`config.mk`:
```
export PLATFORM = sky130hd
export DESIGN_NAME = c_source_char_metrics
export DESIGN_NICKNAME = d
export VERILOG_FILES = /design/src/hdl/ccm_pkg.sv /design/src/hdl/ccm_lexer.sv /design/src/hdl/c_source_char_metrics.sv
export VERILOG_INCLUDE_DIRS = /design/src /design/src/hdl
export SDC_FILE = /design/constraint.sdc
export NUM_CORES = 1
export LEC_CHECK = 0
export BUFFER_PORTS_ARGS = -buffer_cell sky130_fd_sc_hd__buf_4
export CAP_MARGIN = 20
export CORE_ASPECT_RATIO = 1.4
export CORE_MARGIN = 1.5
export CORE_UTILIZATION = 28
export DETAILED_ROUTE_END_ITERATION = 10
export GPL_TIMING_DRIVEN = 0
export HOLD_SLACK_MARGIN = 0.02
export PLACE_DENSITY = 0.43
export SLEW_MARGIN = 20
export SYNTH_ARGS = -nofsm -noshare
export SYNTH_HDL_FRONTEND = slang
export SYNTH_SLANG_ARGS = --single-unit
```
`constraint.sdc`:
```
create_clock -name clk -period 13.3 [get_ports clk]
set_clock_uncertainty 0.05 [all_clocks]
set_input_delay 1.995 -clock clk [delete_from_list [all_inputs] [get_ports clk]]
set_output_delay 1.995 -clock clk [all_outputs]
set_load 0.01 [all_outputs]
```
`src/hdl/c_source_char_metrics_macros.svh`:
```
// ----------------------------------------------------------------------------
// c_source_char_metrics_macros
// assertion macros for the c source metrics rtl
// ----------------------------------------------------------------------------
`ifndef C_SOURCE_CHAR_METRICS_MACROS_SVH
`define C_SOURCE_CHAR_METRICS_MACROS_SVH

`ifndef ASSERT_OFF

// same-cycle implication
`define CCM_ASSERT_IMP(label, clk, rst_n, ante, cons) \
	label: assert property (@(posedge clk) disable iff (!(rst_n)) (ante) |-> (cons)) \
		else $error("assertion failed");

// next-cycle implication
`define CCM_ASSERT_NXT(label, clk, rst_n, ante, cons) \
	label: assert property (@(posedge clk) disable iff (!(rst_n)) (ante) |=> (cons)) \
		else $error("assertion failed");

`else

`define CCM_ASSERT_IMP(label, clk, rst_n, ante, cons)
`define CCM_ASSERT_NXT(label, clk, rst_n, ante, cons)

`endif

`endif

```
`src/hdl/ccm_pkg.sv`:
```
// ----------------------------------------------------------------------------
// ccm_pkg
// types and constants for the c source character metrics block
// ----------------------------------------------------------------------------
package ccm_pkg;

	localparam int CCM_COUNT_WIDTH = 32;
	localparam int CCM_OUT_WIDTH   = 32;
	localparam int CCM_NUM_CNT     = 7;

	// counter slots
	localparam int K_CHARS   = 0;
	localparam int K_LINES   = 1;
	localparam int K_LONGEST = 2;
	localparam int K_SPACES  = 3;
	localparam int K_LCOM    = 4;
	localparam int K_BCOM    = 5;
	localparam int K_CCHR    = 6;

	localparam logic [7:0] CH_NL     = 8'd10;
	localparam logic [7:0] CH_SLASH  = 8'd47;
	localparam logic [7:0] CH_STAR   = 8'd42;
	localparam logic [7:0] CH_QUOTE  = 8'd39;
	localparam logic [7:0] CH_DQUOTE = 8'd34;
	localparam logic [7:0] CH_BSLASH = 8'd92;
	localparam logic [7:0] CH_SPACE  = 8'd32;
	localparam logic [7:0] CH_TAB    = 8'd9;
	localparam logic [7:0] CH_CR     = 8'd13;

	typedef enum logic [3:0] {
		ST_NORMAL     = 4'd0,
		ST_CHR        = 4'd1,
		ST_STR        = 4'd2,
		ST_CHR_ESC    = 4'd3,
		ST_STR_ESC    = 4'd4,
		ST_SLASH      = 4'd5,
		ST_LINE_COM   = 4'd6,
		ST_BLOCK_COM  = 4'd7,
		ST_BLOCK_STAR = 4'd8
	} ccm_state_t;

	typedef struct packed {
		logic space;
		logic lcom_open;
		logic bcom_open;
		logic cchr_inc;
		logic cchr_dec;
	} ccm_event_t;

endpackage

```
`src/hdl/ccm_lexer.sv`:
```
// ----------------------------------------------------------------------------
// ccm_lexer
// next-state function of the comment and literal lexer, with counter events
// ----------------------------------------------------------------------------
module ccm_lexer
	import ccm_pkg::*;
(
	input  ccm_state_t state,
	input  logic [7:0] char_code,
	output ccm_state_t state_next,
	output ccm_event_t events
);

	logic is_ws;

	assign is_ws = (char_code == CH_SPACE) || ((char_code >= CH_TAB) && (char_code <= CH_CR));

	always_comb begin
		state_next = state;
		events     = '0;
		case (state)
			ST_CHR: begin
				if (char_code == CH_QUOTE) begin
					state_next = ST_NORMAL;
				end else if (char_code == CH_BSLASH) begin
					state_next = ST_CHR_ESC;
				end
			end
			ST_STR: begin
				if (char_code == CH_DQUOTE) begin
					state_next = ST_NORMAL;
				end else if (char_code == CH_BSLASH) begin
					state_next = ST_STR_ESC;
				end
			end
			ST_CHR_ESC: state_next = ST_CHR;
			ST_STR_ESC: state_next = ST_STR;
			ST_SLASH: begin
				// the byte after a lone slash is swallowed
				if (char_code == CH_SLASH) begin
					state_next       = ST_LINE_COM;
					events.lcom_open = 1'b1;
				end else if (char_code == CH_STAR) begin
					state_next       = ST_BLOCK_COM;
					events.bcom_open = 1'b1;
				end else begin
					state_next = ST_NORMAL;
				end
			end
			ST_LINE_COM: begin
				if (char_code == CH_NL) begin
					state_next = ST_NORMAL;
				end else begin
					events.cchr_inc = 1'b1;
				end
			end
			ST_BLOCK_COM: begin
				if (char_code == CH_STAR) begin
					state_next = ST_BLOCK_STAR;
				end
				events.cchr_inc = 1'b1;
			end
			ST_BLOCK_STAR: begin
				// the star was already counted, take it back on close
				if (char_code == CH_SLASH) begin
					state_next      = ST_NORMAL;
					events.cchr_dec = 1'b1;
				end else begin
					if (char_code != CH_STAR) begin
						state_next = ST_BLOCK_COM;
					end
					events.cchr_inc = 1'b1;
				end
			end
			default: begin
				state_next = ST_NORMAL;
				if (is_ws) begin
					events.space = 1'b1;
				end else if (char_code == CH_SLASH) begin
					state_next = ST_SLASH;
				end else if (char_code == CH_QUOTE) begin
					state_next = ST_CHR;
				end else if (char_code == CH_DQUOTE) begin
					state_next = ST_STR;
				end
			end
		endcase
	end

endmodule

```
`src/hdl/c_source_char_metrics.sv`:
```
// ----------------------------------------------------------------------------
// c_source_char_metrics
// byte-wide c source lexer keeping saturating character, line and comment counts
// ----------------------------------------------------------------------------
//  channel | direction | handshake              | payload
//  in      | sink      | in_valid / in_stall    | char_code
//  out     | source    | out_valid / out_stall  | seven counters, lexer_state
//
//  one byte per cycle sustained unless the output stalls; each byte is first captured
//  in the input register, then its counts and lexer state are registered into the
//  counter and lexer registers, which are themselves the result register
//  reset clears the lexer to normal and all counters to zero
//  a stalled output holds the input register; in_stall rises only when both are full
// ----------------------------------------------------------------------------
`include "c_source_char_metrics_macros.svh"

module c_source_char_metrics
	import ccm_pkg::*;
#(
	parameter int COUNT_WIDTH = CCM_COUNT_WIDTH
) (
	input  logic                     clk,
	input  logic                     arst_n,
	input  logic                     in_valid,
	output logic                     in_stall,
	input  logic [7:0]               char_code,
	output logic                     out_valid,
	input  logic                     out_stall,
	output logic [CCM_OUT_WIDTH-1:0] chars_total,
	output logic [CCM_OUT_WIDTH-1:0] lines_total,
	output logic [CCM_OUT_WIDTH-1:0] longest_line,
	output logic [CCM_OUT_WIDTH-1:0] spaces_total,
	output logic [CCM_OUT_WIDTH-1:0] line_comments,
	output logic [CCM_OUT_WIDTH-1:0] block_comments,
	output logic [CCM_OUT_WIDTH-1:0] comment_chars,
	output logic [3:0]               lexer_state
);

	typedef logic [COUNT_WIDTH-1:0] cnt_t;

	function automatic cnt_t sat_inc(input cnt_t v);
		return (&v) ? v : v + cnt_t'(1);
	endfunction

	logic       valid_s1;
	logic [7:0] char_s1;
	logic       out_valid_q;
	logic       adv;
	logic       s1_load;

	ccm_state_t state_q;
	ccm_state_t state_next;
	ccm_event_t events;
	cnt_t       line_len_q;
	cnt_t       line_len_d;
	cnt_t       cnt_q [CCM_NUM_CNT];
	cnt_t       cnt_d [CCM_NUM_CNT];
	logic       is_nl;

	logic [CCM_OUT_WIDTH-1:0] cnt_out [CCM_NUM_CNT];

	// handshake: s1 moves into the counters whenever the output side can take it
	assign adv      = valid_s1 && (!out_valid_q || !out_stall);
	assign in_stall = valid_s1 && !adv;
	assign s1_load  = in_valid && !in_stall;

	always_ff @(posedge clk or negedge arst_n) begin
		if (!arst_n) begin
			valid_s1    <= 1'b0;
			out_valid_q <= 1'b0;
		end else begin
			if (s1_load) begin
				valid_s1 <= 1'b1;
			end else if (adv) begin
				valid_s1 <= 1'b0;
			end
			if (adv) begin
				out_valid_q <= 1'b1;
			end else if (!out_stall) begin
				out_valid_q <= 1'b0;
			end
		end
	end

	always_ff @(posedge clk) begin
		if (s1_load) begin
			char_s1 <= char_code;
		end
	end

	ccm_lexer u_lexer (
		.state      (state_q),
		.char_code  (char_s1),
		.state_next (state_next),
		.events     (events)
	);

	assign is_nl = (char_s1 == CH_NL);

	always_comb begin
		for (int k = 0; k < CCM_NUM_CNT; k++) begin
			cnt_d[k] = cnt_q[k];
		end
		cnt_d[K_CHARS] = sat_inc(cnt_q[K_CHARS]);
		line_len_d     = sat_inc(line_len_q);
		if (is_nl) begin
			cnt_d[K_LINES] = sat_inc(cnt_q[K_LINES]);
			if (line_len_q > cnt_q[K_LONGEST]) begin
				cnt_d[K_LONGEST] = line_len_q;
			end
			line_len_d = '0;
		end
		if (events.space) begin
			cnt_d[K_SPACES] = sat_inc(cnt_q[K_SPACES]);
		end
		if (events.lcom_open) begin
			cnt_d[K_LCOM] = sat_inc(cnt_q[K_LCOM]);
		end
		if (events.bcom_open) begin
			cnt_d[K_BCOM] = sat_inc(cnt_q[K_BCOM]);
		end
		if (events.cchr_inc) begin
			cnt_d[K_CCHR] = sat_inc(cnt_q[K_CCHR]);
		end else if (events.cchr_dec) begin
			// floors at zero, and a saturated count stays put
			if ((cnt_q[K_CCHR] != '0) && !(&cnt_q[K_CCHR])) begin
				cnt_d[K_CCHR] = cnt_q[K_CCHR] - cnt_t'(1);
			end
		end
	end

	always_ff @(posedge clk or negedge arst_n) begin
		if (!arst_n) begin
			state_q    <= ST_NORMAL;
			line_len_q <= '0;
			for (int k = 0; k < CCM_NUM_CNT; k++) begin
				cnt_q[k] <= '0;
			end
		end else if (adv) begin
			state_q    <= state_next;
			line_len_q <= line_len_d;
			for (int k = 0; k < CCM_NUM_CNT; k++) begin
				cnt_q[k] <= cnt_d[k];
			end
		end
	end

	for (genvar g = 0; g < CCM_NUM_CNT; g++) begin : g_out
		if (COUNT_WIDTH >= CCM_OUT_WIDTH) begin : g_trunc
			assign cnt_out[g] = cnt_q[g][CCM_OUT_WIDTH-1:0];
		end else begin : g_ext
			assign cnt_out[g] = {{(CCM_OUT_WIDTH-COUNT_WIDTH){1'b0}}, cnt_q[g]};
		end
	end

	assign out_valid      = out_valid_q;
	assign chars_total    = cnt_out[K_CHARS];
	assign lines_total    = cnt_out[K_LINES];
	assign longest_line   = cnt_out[K_LONGEST];
	assign spaces_total   = cnt_out[K_SPACES];
	assign line_comments  = cnt_out[K_LCOM];
	assign block_comments = cnt_out[K_BCOM];
	assign comment_chars  = cnt_out[K_CCHR];
	assign lexer_state    = 4'(state_q);

	`CCM_ASSERT_NXT(a_chars_step, clk, arst_n, adv, (cnt_q[K_CHARS] == $past(cnt_q[K_CHARS]) + cnt_t'(1)) || (&$past(cnt_q[K_CHARS])))
	`CCM_ASSERT_NXT(a_cchr_hold, clk, arst_n, !adv, $stable(cnt_q[K_CCHR]) && $stable(state_q))
	`CCM_ASSERT_NXT(a_lcom_end, clk, arst_n, adv && (state_q == ST_LINE_COM) && (char_s1 == CH_NL), state_q == ST_NORMAL)
	`CCM_ASSERT_IMP(a_stall_full, clk, arst_n, in_stall, valid_s1 && out_valid_q && out_stall)

endmodule
```
* Yosys cells after proc, flatten, opt, wreduce, memory -nomap -nowiden
Cells that the tools add are included.
** Storage, ports and cells
- Flip-flop bits (word level) :: 270
- Input bits :: 12
- Output and inout bits :: 230
- Word-level logic and storage cells :: 120
** Cells by class
- $add $sub $neg :: 8
- $lt $le $gt $ge :: 3
- Eq/ne operators :: 24
- Muxes and demuxes :: 35
- Bitwise gates (word level) :: 5
- Reduce and logical (&&, ||, !) cells :: 33
** Operators with widths (count)
- $add 32x1->32 const B :: 7
- $reduce_and 32->1 :: 7
- $mux 32 :: 6
- $mux 4 :: 11
- $eq 8x6->1 const B :: 5
- $gt 32x32->1 :: 1
- $pmux 4 s8 :: 1
- $reduce_bool 32->1 :: 1
- $sub 32x1->32 const B :: 1
- $eq 4x3->1 const B :: 4
- $reduce_and 3->1 :: 5
- $mux 1 :: 12
- $ne 3x1->1 const B :: 3
- $eq 4x2->1 const B :: 2
- $eq 8x4->1 const B :: 1
- $eq 8x7->1 const B :: 1
- $ge 8x4->1 const B :: 1
- $le 8x4->1 const B :: 1
- $ne 8x6->1 const B :: 1
- $reduce_or 8->1 :: 1
- $mux 3 :: 2
- $ne 2x2->1 const B :: 3
- $reduce_and 6->1 :: 1
- $reduce_bool 2->1 :: 3
- other kinds (11) :: 27

* Depth between registers and ports, before layout
- Depth after elaboration :: 8
- Depth in mapped cells :: 17
- Mapped depth without buffers :: 17

* Cells and area by module
Synthesis repeated with hierarchy kept, for this count alone.
** Unflattened totals
- Cell total of the unflattened synthesis :: 1424
- Area total of the unflattened synthesis :: 14305.0 um2
** By module, submodules not included
- c_source_char_metrics :: times used 1, cells each 1364, area an instance 13910.8 um2, sequential area each 6796.5 um2
- ccm_lexer :: times used 1, cells each 60, area an instance 394.1 um2, sequential area each 0.0 um2

* Worst setup path after synthesis
No wires, ideal clock.
- Kind :: register to register
- Start :: register char_s1[4]
- End :: register cnt_q, in the netlist comment_chars[31]
- Library setup time :: 79 ps
- Data arrival time :: 4176 ps
- Required time :: 13171 ps
- Setup slack :: 8994 ps
- Cell stages (with the launch flop) :: 17
- Buffers on the path :: 0
- Clock period less this slack :: 4306 ps
- Cells stage by stage :: edfxtp_1 > nor3_2 > and3b_1 > nand2_1 > o211ai_1 > and2_1 > ha_1 > a21oi_1 > o21ai_0 > a31o_2 > a211o_1 > o311ai_1 > a21boi_1 > a21oi_1 > o21ai_0 > a21oi_1 > xor2_1
** On the way
- Word-level cells in the longest chain between the ends :: 5
- Elaborated cells between the ends (all ways) :: 12
- Those cells by class :: 3 x eq/ne; 6 x mux; 3 x reduce/logical
** RTL lines
- start, declared :: RTL line c_source_char_metrics.sv:46 : logic [7:0] char_s1;
- start signal, assigned :: RTL line c_source_char_metrics.sv:87 : char_s1 <= char_code;
- $eq 8x6->1 / $eq 8x4->1 (equally long branches) :: RTL line ccm_lexer.sv:65, ccm_lexer.sv:51
- $mux 1 (on tied branches) :: RTL line ccm_lexer.sv:65, ccm_lexer.sv:51
- $pmux 1 s3 / $mux 1 (equally long branches) :: RTL line ccm_lexer.sv:21 : case (state)
- $ne 2x2->1 (no source line) / $reduce_bool 2->1 (equally long branches)
- $reduce_and 4->1 (no source line)
- end signal, assigned by index :: RTL line c_source_char_metrics.sv:143 : cnt_q[k] <= cnt_d[k];
- end, declared :: RTL line c_source_char_metrics.sv:56 : cnt_t cnt_q [CCM_NUM_CNT];
Parallel ways exist; a longest one is shown, timed or not.
A chain may end at the register's enable or synchronous reset.

* Worst setup path after layout
- Start :: register char_s1[0]
- End :: register cnt_q, in the netlist comment_chars[24]
The elaborated chain is that of the path after synthesis.

==> summary.md <==
| Metric | Value |
|---|---|
| Status | finished, final reports clean |
| Leakage | 8.59 nW |
| Max-Cap Viols | 0 |
| Detailed Place HPWL | 29.6 mm |
| Post-DRT Antenna Nets | 0 |
| Synthesized cell area | 14,100 µm² |
| Metal2 WL | 21.4 mm |
| Root buf cell | clkbuf_16 |
| DRT Pass-1 Iters | 4 |
| Min-delay worst type | reg -> reg |
| RSZ-0062 raised after global routing | false |
| FFs w/ async S/R, synth | 0.970 |
| Post-synthesis xor/xnor area fraction | 0.128 |
| Worst Max-Slew Pin Slew | 0.778 ns |
| RePlAce Congestion | 0.783 |
| Cell repeated most along the worst path | o21ai_0 |
| Met1 WL | 15.9 mm |
| Remaining Overflow, GRT | 0 |
| Final Hold Fails | 0 |
| Total Negative Setup Slacks | 0 ns |
| Post-route insts no fill | 2,324 |
| Maximum VDD drop | 0.0808 mV |
| Post-CTS Setup Inserts | 0 |
| Synth warn | 0 |
| Avg WL per Cell | 17.0 µm |
| PostCTS Resize Cnt | 0 |
| Starting density of the core | 0.282 |
| Crit-path cells | nor2_1, and2_1, nand2_1, o211ai_1, and2_2, inv_1, fa_1, nor2b_1, o21ai_0, a21boi_0, o21ai_0, o21ai_0, a21oi_1, o21ai_0, a211oi_1, xor2_1, o21ai_0 |
| Htree depth | 2 |
| Crit path max-delay cell type | and2_2 |
| Final wirelength | 39.5 mm |
| Max_slew headroom | 0.481 |
| EDFF count, synth | 8 |
| Vias in the first global route | 11,000 |
| Post-synthesis net count | 1,457 |
| Share of layout cells above drive strength 1 | 0.207 |
| Max-slew violations | 0 |
| First-pass GRT wire length | 62.6 mm |
| Util after Layout | 0.359 |
| Top sig layer | met4 |
| # DRC | 0 |
| FMAX | 0.187 GHz |
| Synth Area in Compound Gates | 0.0810 |
| Period utilization | 0.403 |
| Routed vias/inst | 4.78 |
| Largest family of logic cells by synthesized area | simple AND/OR/NAND/NOR gates |
| Diode count | 0 |
| Vias | 11,100 |
| Seq/Total Area, Yosys | 0.483 |
| Mux share of post-synthesis cell area | 0.0288 |
| Crit start category | flip-flop |
| Post-synth top flop | dfrtp_1 |
| CTS clk-pin slew, worst paths | 0.06 ns |
| Synth cell types | 64 |
| Maximum buffer depth of the clock tree | 3 |
| Final Critical Period | 5.35 ns |
| Post-synthesis adder-cell area fraction | 0.0619 |
| Clock sinks | 270 |
| Critical Path RT | 13.68 ns |
| Chip height | 268 µm |
| Critical Path AT | 5.74 ns |
| Setup Viol. Count Final | 0 |
| CP delay by family, top | compound AO/OA/AOI/OAI gates |
| Synth Register Bits | 270 |
| Buf/Inv on CP | 1 |
| Die area | 51,600 µm² |
| Placed Cells | 2,263 |
| Area delta synth->final | 27.2% |
| Post-Place Setup Slack | 7.78 ns |
| GRT Resource Usage Total | 0.153 |
| Hold Slack | 0.439 ns |
| Met3 Wirelength | 1.41 mm |
| Post-synthesis cell count | 1,376 |
| TritonCTS Buffers | 34 |
| Setup CP Type | reg -> reg |
| Nets | 1,737 |
| Die X | 192 µm |
| Crit-path max cell delay | 0.72 ns |
| Worst Path Max Fanout | 33 |
| Port bufs | 241 |
| Post-route setup slack | 7.95 ns |
| Cts hold-fix bufs | 0 |
| CP endpoint kind | flip-flop |
| Clk Latency, worst-skew pair | 0.53 ns |
| CTS tree | done |
| Synth Area in Simple Gates | 0.198 |
| Area of the core | 49,900 µm² |
| Drt initial violations | 383 |
| Largest net degree at the start of global routing | 85 |
| Antenna violations before repair | 0 |
| I/O pin count | 242 |
| Synth Area per Inst | 10.2 µm² |
| Site row count | 97 |
| Total power per unit cell area | 141 nW/µm² |
[path summary, 6_finish.rpt]
check	start	endpoint	slack, ns	depth (start not counted)
min in group asynchronous	arst_n	line_comments[5]$_DFFE_PN0P_	1.36	1
worst max-delay path	char_s1[0]$_DFFE_PP_	comment_chars[24]$_DFFE_PN0P_	7.95	17
worst min register to register	line_comments[17]$_DFFE_PN0P_	line_comments[17]$_DFFE_PN0P_	0.44	1
worst min-delay path	line_comments[17]$_DFFE_PN0P_	line_comments[17]$_DFFE_PN0P_	0.44	1
worst max register to register	char_s1[0]$_DFFE_PP_	comment_chars[24]$_DFFE_PN0P_	7.95	17
max in group asynchronous	arst_n	comment_chars[11]$_DFFE_PN0P_	10.66	3
[cell type report]
| class | count | area [µm²] |
|---|---|---|
| buffer | 24 | 92.6 |
| clock buffer | 46 | 946 |
| clock inverter | 15 | 171 |
| fill | 5066 | 32000 |
| inverter | 48 | 180 |
| multi-input combinational | 1034 | 7000 |
| sequential | 270 | 6800 |
| tap | 643 | 805 |
| timing repair buffer | 244 | 1900 |
[cells in the mapped netlist, drive strengths merged, types with 2 or more instances]
library cell	count	area, µm²
a211oi	3	22.5
a221o	2	20.0
inv	48	180
xnor2	141	1230
buf	2	10.0
and4	22	193
a21o	26	195
ha	68	851
nor4bb	2	20.0
or3	12	80.1
nor3b	4	30.0
mux2	36	405
and2	22	138
edfxtp	8	240
dfrtp	262	6560
o211ai	6	45.0
a31oi	3	18.8
a2111oi	4	35.0
nor3	18	100
o2111ai	2	17.5
nor4	19	140
nor2	89	337
a41oi	2	25.0
nand2	157	594
nand2b	14	87.6
nor2b	11	68.8
nand4	65	407
a31o	2	17.5
a21oi	48	252
o31ai	5	37.5
clkbuf	22	82.6
and3	28	175
nand3	71	355
o21a	6	45.0
a21boi	2	15.0
xor2	65	569
o21ai	63	315
[metal layers]
layer	up-vias	global-route usage
met2	166	0.287
met4	0	0.0434
met1	5478	0.178
li1	5410	-
met3	48	0.0242
met5	-	0
[registers in the layout (all words and copies together) (netlist names), 4 cells and up]
name            cells
chars_total        32
line_len_q         32
spaces_total       32
block_comments     32
char_s1             8
longest_line       32
comment_chars      32
lines_total        32
line_comments      32
lexer_state         4
[metrics by stage]
step / area, µm² / power (mW)
2_1_floorplan: 14100 / 1.39
3_3_place_gp: 16700 / 1.60
3_5_place_dp: 16800 / 1.60
4_1_cts: 17900 / 2.57
5_1_grt: 17900 / 2.68
6_report: 17900 / 2.51
[cells in the final DEF, fill, tap and decap left out, drive strengths merged, types with 50 or more instances in the layout]
master	n
ha	68
nand4	65
xor2	65
clkbuf	68
xnor2	141
buf	246
nor2	89
nand2	157
inv	50
o21ai	63
nand3	71
dfrtp	262
[logic make-up after synthesis]
| group | count (synthesis) |
|---|---|
| AO/OA/AOI/OAI | 183 |
| AND/OR/NAND/NOR | 540 |
| adder cells (fa/ha/maj) | 69 |
| multiplexers | 36 |
| XOR/XNOR | 206 |
| buffers and inverters | 72 |
| flip-flops | 270 |
[where the power goes]
group	switching (mW)	internal [mW]	total, mW	leakage [nW]
Sequential	0.0496	0.862	0.911	3.70
Clock	0.376	0.560	0.936	0.545
Combinational	0.366	0.300	0.666	4.34
Power figures use the tool's default switching activity.
